**config.mk**
```make
export PLATFORM = sky130hd
export DESIGN_NAME = sliding_window_distinct_count
export DESIGN_NICKNAME = d
export VERILOG_FILES = /design/src/design/swdc_pkg.sv /design/src/design/swdc_cell.sv /design/src/design/swdc_count_tree.sv /design/src/design/sliding_window_distinct_count.sv
export SDC_FILE = /design/constraint.sdc
export NUM_CORES = 1
export LEC_CHECK = 0
export BUFFER_PORTS_ARGS = -buffer_cell sky130_fd_sc_hd__buf_4
export CORE_MARGIN = 8
export CORE_UTILIZATION = 35
export DETAILED_ROUTE_END_ITERATION = 8
export GPL_ROUTABILITY_DRIVEN = 0
export MAX_ROUTING_LAYER = met4
export PLACE_DENSITY = 0.58
export SLEW_MARGIN = 30
export SYNTH_ARGS = -nofsm -noshare
export SYNTH_HDL_FRONTEND = slang
export SYNTH_HIERARCHICAL = 1
export SYNTH_SLANG_ARGS = --single-unit
```
**constraint.sdc**
```tcl
create_clock -name clk -period 27.4 [get_ports clk]
set_input_delay 8.22 -clock clk [delete_from_list [all_inputs] [get_ports clk]]
set_output_delay 8.22 -clock clk [all_outputs]
set_load 0.05 [all_outputs]
```
**src/design/swdc_pkg.sv**
```systemverilog
// Shared constants for the sliding window distinct count block.
`default_nettype none

package swdc_pkg;

    localparam int WINDOW_MAX_DEFAULT = 16;
    localparam int VALUE_BITS_DEFAULT = 32;
    localparam int CFG_BITS           = 5;
    localparam int COUNT_BITS         = 5;

    localparam logic [CFG_BITS-1:0] WINDOW_SIZE_RESET = 5'd4;

endpackage

`default_nettype wire

```
**src/design/swdc_cell.sv**
```systemverilog
// One window cell: a stored value and a flag that marks it as repeated by a newer value.
`default_nettype none

module swdc_cell #(
    parameter int VALUE_BITS = swdc_pkg::VALUE_BITS_DEFAULT
) (
    input  wire logic                  clk,
    input  wire logic                  rst_n,
    input  wire logic                  shift_en,
    input  wire logic                  cmp_en,
    input  wire logic [VALUE_BITS-1:0] new_value,
    input  wire logic [VALUE_BITS-1:0] prev_value,
    input  wire logic                  prev_dup,
    output logic      [VALUE_BITS-1:0] value_q,
    output logic                       dup_q,
    output logic                       dup_next
);

    logic [VALUE_BITS-1:0] value_reg;
    logic                  dup_reg;

    // A value moving down becomes a repeat once the incoming value equals it.
    assign dup_next = prev_dup | (cmp_en & (prev_value == new_value));

    always_ff @(posedge clk)
    begin
        if (shift_en)
        begin
            value_reg <= prev_value;
        end
    end

    always_ff @(posedge clk or negedge rst_n)
    begin
        if (!rst_n)
        begin
            dup_reg <= 1'b0;
        end
        else if (shift_en)
        begin
            dup_reg <= dup_next;
        end
    end

    assign value_q = value_reg;
    assign dup_q   = dup_reg;

endmodule

`default_nettype wire

```
**src/design/swdc_count_tree.sv**
```systemverilog
// Registered adder tree that counts the set bits of the window's unique mask.
`default_nettype none

module swdc_count_tree #(
    parameter int LEAVES = swdc_pkg::WINDOW_MAX_DEFAULT,
    parameter int CW     = $clog2(LEAVES + 1)
) (
    input  wire logic              clk,
    input  wire logic              rst_n,
    input  wire logic              en,
    input  wire logic              in_valid,
    input  wire logic [LEAVES-1:0] leaf_bits,
    output logic                   out_valid,
    output logic      [CW-1:0]     sum
);

    localparam int LEVELS = $clog2(LEAVES);
    localparam int N      = 1 << LEVELS;

    logic [CW-1:0] heap_reg [1:2*N-1];
    logic [LEVELS:0] vld_reg;

    genvar gi;
    generate
        for (gi = 0; gi < N; gi++)
        begin : g_leaf
            if (gi < LEAVES)
            begin : g_used
                always_ff @(posedge clk)
                begin
                    if (en)
                    begin
                        heap_reg[N+gi] <= CW'(leaf_bits[gi]);
                    end
                end
            end
            else
            begin : g_pad
                always_ff @(posedge clk)
                begin
                    if (en)
                    begin
                        heap_reg[N+gi] <= '0;
                    end
                end
            end
        end
        for (gi = 1; gi < N; gi++)
        begin : g_node
            always_ff @(posedge clk)
            begin
                if (en)
                begin
                    heap_reg[gi] <= CW'(heap_reg[2*gi] + heap_reg[2*gi+1]);
                end
            end
        end
    endgenerate

    always_ff @(posedge clk or negedge rst_n)
    begin
        if (!rst_n)
        begin
            vld_reg <= '0;
        end
        else if (en)
        begin
            vld_reg <= {vld_reg[LEVELS-1:0], in_valid};
        end
    end

    assign out_valid = vld_reg[LEVELS];
    assign sum       = heap_reg[1];

endmodule

`default_nettype wire

```
**src/design/sliding_window_distinct_count.sv**
```systemverilog
// Top level of the sliding window distinct count block.
`default_nettype none

// Takes one value per clock while the output is not stalled and, once the current array
// holds at least window_size values, returns one distinct count per value for the window
// ending at that value. The values sit in a row of cells, newest first; each cell after the
// head compares the value moving into it with the incoming one, so a new value is taken
// every cycle unless the output stalls. The count goes through a registered adder tree, and
// the block takes a new request whenever the output register is empty or being taken. A
// window_size of zero acts as one; one above WINDOW_MAX acts as WINDOW_MAX. A request with
// first_item set starts a new array with its value.

module sliding_window_distinct_count #(
    parameter int WINDOW_MAX = swdc_pkg::WINDOW_MAX_DEFAULT,
    parameter int VALUE_BITS = swdc_pkg::VALUE_BITS_DEFAULT
) (
    input  wire logic                            clk,
    input  wire logic                            rst_n,
    input  wire logic                            cfg_valid,
    output logic                                 cfg_ready,
    input  wire logic [swdc_pkg::CFG_BITS-1:0]   cfg_data,
    input  wire logic                            in_valid,
    output logic                                 in_ready,
    input  wire logic [VALUE_BITS-1:0]           value,
    input  wire logic                            first_item,
    output logic                                 out_valid,
    input  wire logic                            out_ready,
    output logic      [swdc_pkg::COUNT_BITS-1:0] distinct_count
);

    localparam int CW = $clog2(WINDOW_MAX + 1);
    localparam int KW = (CW > swdc_pkg::CFG_BITS) ? CW : swdc_pkg::CFG_BITS;
    localparam logic [CW-1:0] FILL_MAX = CW'(WINDOW_MAX);
    localparam logic [KW-1:0] K_MAX    = KW'(WINDOW_MAX);

    logic [swdc_pkg::CFG_BITS-1:0] window_size_reg;
    logic [CW-1:0]                 fill_reg;
    logic [CW-1:0]                 fill_next;
    logic [KW-1:0]                 k_eff;
    logic [KW-1:0]                 ws_ext;
    logic                          advance;
    logic                          accept;
    logic                          produce;
    logic [WINDOW_MAX-1:0]         keep_bits;
    logic [CW-1:0]                 tree_sum;

    logic [VALUE_BITS-1:0] cell_value [WINDOW_MAX];
    logic                  cell_dup   [WINDOW_MAX];
    logic                  cell_dup_next [WINDOW_MAX];

    assign cfg_ready = 1'b1;
    assign advance   = !out_valid || out_ready;
    assign in_ready  = advance;
    assign accept    = in_valid && advance;

    always_ff @(posedge clk or negedge rst_n)
    begin
        if (!rst_n)
        begin
            window_size_reg <= swdc_pkg::WINDOW_SIZE_RESET;
        end
        else if (cfg_valid)
        begin
            window_size_reg <= cfg_data;
        end
    end

    always_comb
    begin
        ws_ext = KW'(window_size_reg);
        if (ws_ext == '0)
        begin
            k_eff = KW'(1);
        end
        else if (ws_ext > K_MAX)
        begin
            k_eff = K_MAX;
        end
        else
        begin
            k_eff = ws_ext;
        end
    end

    always_comb
    begin
        if (first_item)
        begin
            fill_next = CW'(1);
        end
        else if (fill_reg < FILL_MAX)
        begin
            fill_next = CW'(fill_reg + 1'b1);
        end
        else
        begin
            fill_next = fill_reg;
        end
    end

    always_ff @(posedge clk or negedge rst_n)
    begin
        if (!rst_n)
        begin
            fill_reg <= '0;
        end
        else if (accept)
        begin
            fill_reg <= fill_next;
        end
    end

    assign produce = accept && (KW'(fill_next) >= k_eff);

    genvar gj;
    generate
        for (gj = 0; gj < WINDOW_MAX; gj++)
        begin : g_cell
            if (gj == 0)
            begin : g_head
                swdc_cell #(
                    .VALUE_BITS(VALUE_BITS)
                ) u_cell (
                    .clk       (clk),
                    .rst_n     (rst_n),
                    .shift_en  (accept),
                    .cmp_en    (1'b0),
                    .new_value (value),
                    .prev_value(value),
                    .prev_dup  (1'b0),
                    .value_q   (cell_value[gj]),
                    .dup_q     (cell_dup[gj]),
                    .dup_next  (cell_dup_next[gj])
                );
            end
            else
            begin : g_body
                swdc_cell #(
                    .VALUE_BITS(VALUE_BITS)
                ) u_cell (
                    .clk       (clk),
                    .rst_n     (rst_n),
                    .shift_en  (accept),
                    .cmp_en    (1'b1),
                    .new_value (value),
                    .prev_value(cell_value[gj-1]),
                    .prev_dup  (cell_dup[gj-1]),
                    .value_q   (cell_value[gj]),
                    .dup_q     (cell_dup[gj]),
                    .dup_next  (cell_dup_next[gj])
                );
            end
            assign keep_bits[gj] = !cell_dup_next[gj] && (KW'(gj) < k_eff);
        end
    endgenerate

    swdc_count_tree #(
        .LEAVES(WINDOW_MAX),
        .CW    (CW)
    ) u_tree (
        .clk      (clk),
        .rst_n    (rst_n),
        .en       (advance),
        .in_valid (produce),
        .leaf_bits(keep_bits),
        .out_valid(out_valid),
        .sum      (tree_sum)
    );

    assign distinct_count = swdc_pkg::COUNT_BITS'(tree_sum);

endmodule

`default_nettype wire

```
# Word-level counts from Yosys, hierarchy flattened
# Memories as Yosys holds them, arrays and structs flattened.
# Cells that the tools add are included.
dict set report totals {
  word_cells 138
  mem_bits_rw 155
  in_bits 43
  n_memories 1
  output_inout_bits 8
  regBits 509
}
# name words width read_ports rd_ports_with_merged_regs wr line_no
set mem_list {}
lappend mem_list {u_tree.heap_reg 31 5 31 0 31 swdc_count_tree.sv:20} ;# logic [CW-1:0] heap_reg [1:2*N-1];
dict set report op_classes {
  order_cmp 19
  muxes 6
  addsub 16
  reduce_logical 35
  n_eq_ne 15
  n_bitwise 14
}
# cell n
set op_table {}
lappend op_table {{$eq 32x32->1} 15}
lappend op_table {{$add 5x5->5} 15}
lappend op_table {{$lt 4x5->1 const A} 8}
lappend op_table {{$lt 3x5->1 const A} 4}
lappend op_table {{$mux 5} 4}
lappend op_table {{$logic_and 1x1->1} 17}
lappend op_table {{$logic_not 1->1} 16}
lappend op_table {{$or 1x1->1} 14}
lappend op_table {{$lt 1x5->1 const A} 2}
lappend op_table {{$lt 2x5->1 const A} 2}
lappend op_table {{$add 5x1->5 const B} 1}
lappend op_table {{$ge 5x5->1} 1}
lappend op_table {{$gt 5x5->1 const B} 1}
lappend op_table {{$logic_not 5->1} 1}
lappend op_table {{$lt 5x5->1 const B} 1}
lappend op_table {{$mux 1} 2}
lappend op_table {{$logic_or 1x1->1} 1}

# Longest topological paths before layout
dict set report logic_depth {
  word_depth 5
  ltp_mapped 10
}

# By module
# Netlist, hierarchy kept.
# mod cells_each area_per_inst_um2 seq_area_each_um2 instances
set modules_own_cells {}
lappend modules_own_cells {swdc_cell 87 1377.6 985.9 16}
lappend modules_own_cells {swdc_count_tree 136 2527.4 1836.8 1}
lappend modules_own_cells {sliding_window_distinct_count 97 773.2 251.5 1}

# Worst setup path after synthesis
# Ideal clock, no wire load.
dict set report synth_timing {
  path_type {input port to flip-flop}
  start {in out_ready}
  end {reg fill_reg[3]}
  slack_ns 4.756
  path_buffers 0
  required_time_ns 27.279
  stages 4
  arrival_time_ns 22.523
  cell_sequence {nand2b_1 -> nand2_1 -> inv_1 -> mux2_4}
}
dict set report synth_via {
  elab_chain_len 2
}
# item line_no
set synth_lines {}
lappend synth_lines {{start, declared} sliding_window_distinct_count.sv:27} ;# input wire logic out_ready,
lappend synth_lines {{$logic_or 1x1->1} sliding_window_distinct_count.sv:52} ;# assign advance = !out_valid || out_ready;
lappend synth_lines {{$logic_and 1x1->1} sliding_window_distinct_count.sv:54} ;# assign accept = in_valid && advance;
lappend synth_lines {{net accept} sliding_window_distinct_count.sv:42} ;# logic accept;
lappend synth_lines {{end signal, assigned} sliding_window_distinct_count.sv:109} ;# fill_reg <= fill_next;
lappend synth_lines {{end, declared} sliding_window_distinct_count.sv:37} ;# logic [CW-1:0] fill_reg;
# The timed path passes the listed nets, and every way through them passes these cells.
# A chain may end at the register's enable or synchronous reset.

# Worst setup path in the final report
dict set report layout_timing {
  start {in out_ready}
  end {out in_ready}
}
dict set report layout_via {
  elab_chain_len 1
}
# item line_no
set layout_lines {}
lappend layout_lines {{$logic_or 1x1->1} sliding_window_distinct_count.sv:52}
lappend layout_lines {{end, declared} sliding_window_distinct_count.sv:23} ;# output logic in_ready,
# Every way passes these cells.

==> results.sh <==
export IMPL_outcome="finished clean"
export IMPL_cp_data_arrival_time_ns=8.71
export IMPL_cp_endpoint="in_ready"
export IMPL_fin_worst_skew_ns=0.01148
export IMPL_path_common_cell="buf_4"
export IMPL_ios=51
export IMPL_cap_violations=0
export IMPL_final_cell_mix="edfxtp_1 (537), xnor2_1 (389), inv_1 (134), nand4_1 (97), clkbuf_16 (59)"
export IMPL_die_h_um=279.7
export IMPL_track_usage_pct=11.30
export IMPL_htree_levels=2
export IMPL_start_util_pct=35.42
export IMPL_mostFrequentLayoutCell="edfxtp_1"
export IMPL_crit_path_end_kind="output port"
export IMPL_num_fill_cells=6287
export IMPL_largest_reg_flops=448
export IMPL_avgSynthCellArea_um2=15.32
export IMPL_layout_drive_gt1_share_pct=8.703
export IMPL_drt_total_wl_mm=43.19
export IMPL_coreArea_mm2=0.06871
export IMPL_cts_resized=0
export IMPL_ant_nets=0
export IMPL_critPathRequiredTime_ns=19.18
export IMPL_cts_inserted_buffers=57
export IMPL_post_cts_buffers=0
export IMPL_drc=0
export IMPL_root_buffer="clkbuf_16"
export IMPL_synth_area_mm2=0.02434
export IMPL_slowest_delay_ns=0.20
export IMPL_critPathLaunchType="input pin"
export IMPL_drt_initial_drc_count=948
export IMPL_period_share_pct=61.79
export IMPL_grt_setup_unrepaired="no"
export IMPL_timing_rr_start="u_tree/vld_reg[4]"
export IMPL_worst_r2r_path_depth=6
export IMPL_ctsHoldBuffers=0
export IMPL_rows=96
export IMPL_die_area_mm2=0.07823
export IMPL_startpoint="out_ready"
export IMPL_portBuffers=49
export IMPL_drt_first_pass_iters=8
export IMPL_cp_max_fo=2
export IMPL_critPathKind="in -> out"
export IMPL_syn_instance_count=1589
export IMPL_area_growth_syn_to_layout_pct=14.34
export IMPL_postPlaceCellArea_mm2=0.02594
export IMPL_hpwl_mm=29.67
export IMPL_finalSetupTns_ns=0
export IMPL_finalMaxSlewViolations=0
export IMPL_setup_violations=0
export IMPL_insertion_delay_ns=0.61
export IMPL_p_leak_nw=9.583
export IMPL_fin_crit_ns=16.93
export IMPL_n_antenna_cell=0
export IMPL_die_w_um=279.7
export IMPL_dr_total_vias=12520
export IMPL_wl_per_cell_um=16.06
export IMPL_antenna_found_initial=0
export IMPL_cp_cell_sequence="buf_4 > nand2b_2 > buf_4"
export IMPL_clock_fmax_ghz=0.05907
export IMPL_cts_sinks=567
export IMPL_fin_nets=1787
export IMPL_grt_pass1_wl_mm=69.00
export IMPL_stdcell_area_mm2=0.02783
export IMPL_grt_pass1_vias=13050
export IMPL_clockBufferDepth=3
export IMPL_via_per_inst=4.655
export IMPL_tightest_slew_ns=0.8722
export IMPL_slew_headroom_pct=41.85
export IMPL_finalHoldViolations=0
export IMPL_grt_ovfl_total=0
export IMPL_power_density_mw_per_mm2=85.20
export IMPL_hp_class="reg -> reg"
export IMPL_slowest_stage="buf_4"
export IMPL_r2r_setup_slack_ns=22.96
export IMPL_yosys_warnings=6
export IMPL_grt_max_degree=163
export IMPL_ir_worst_vdd_v=0.00004023
export IMPL_worstReg2RegEnd="g_cell[2].g_body.u_cell/value_q[28]"
export IMPL_cts_tree="yes"
export IMPL_worstHoldStart="g_cell[12].g_body.u_cell/value_q[5]"
export IMPL_clkSlewWorstSetupHoldPaths_ns=0.06
==> report_power, final <==
group	switching [mW]	internal, mW	leakage, nW
clock	0.318	0.464	0.923
combinational	0.184	0.148	2.98
sequential	0.0871	1.17	5.68
==> worst min-delay path by stage <==
stage / endpoint / slack (ns) / cells past startpoint
floorplan: g_cell[10].g_body.u_cell/value_q[13] / 0.43 / 0
global placement: g_cell[1].g_body.u_cell/value_q[5] / 0.44 / 0
detailed placement: g_cell[13].g_body.u_cell/value_q[5] / 0.43 / 0
CTS: g_cell[13].g_body.u_cell/value_q[5] / 0.45 / 0
global route: g_cell[13].g_body.u_cell/value_q[5] / 0.46 / 0
finish: g_cell[13].g_body.u_cell/value_q[5] / 0.45 / 0
==> final cells by class <==
cell class                      instances  area [µm²]  share of cell area (%)
Clock buffer                           83        1617                   5.809
Clock inverter                         24       269.0                  0.9667
Inverter                              136       523.0                   1.879
Multi-Input combinational cell        893        6955                   25.00
Sequential cell                       567       16880                   60.65
Tap cell                              931        1165                   4.186
Timing Repair Buffer                   55       420.4                   1.511
==> routing by layer <==
metal  wire (µm)  GRT usage (%)
met1       18620          13.88
met2       21890          19.08
met3        1681          1.772
met4         994          3.604
met5           0              -
==> worst max-delay path: cells and delay by family <==
kind,cells,cell delay (ns)
buffers and inverters,2,0.30
and+or+nand+nor,1,0.19
==> stage by stage <==
step | hold slack (ns) | total power [mW] | std cells | worst slack [ns] | util [%]
5_1_grt | 0.4558 | 2.489 | 2689 | 10.46 | 40.50
3_3_place_gp | 0.4373 | 1.590 | 2582 | 10.46 | 37.74
3_5_place_dp | 0.4321 | 1.614 | 2582 | 10.45 | 37.75
2_1_floorplan | 0.4264 | 1.555 | 1606 | 5.475 | -
6_report | 0.4472 | 2.371 | 2689 | 10.47 | 40.50
4_1_cts | 0.4464 | 2.404 | 2689 | 10.45 | 40.50
(Power assumes the default switching activity.)
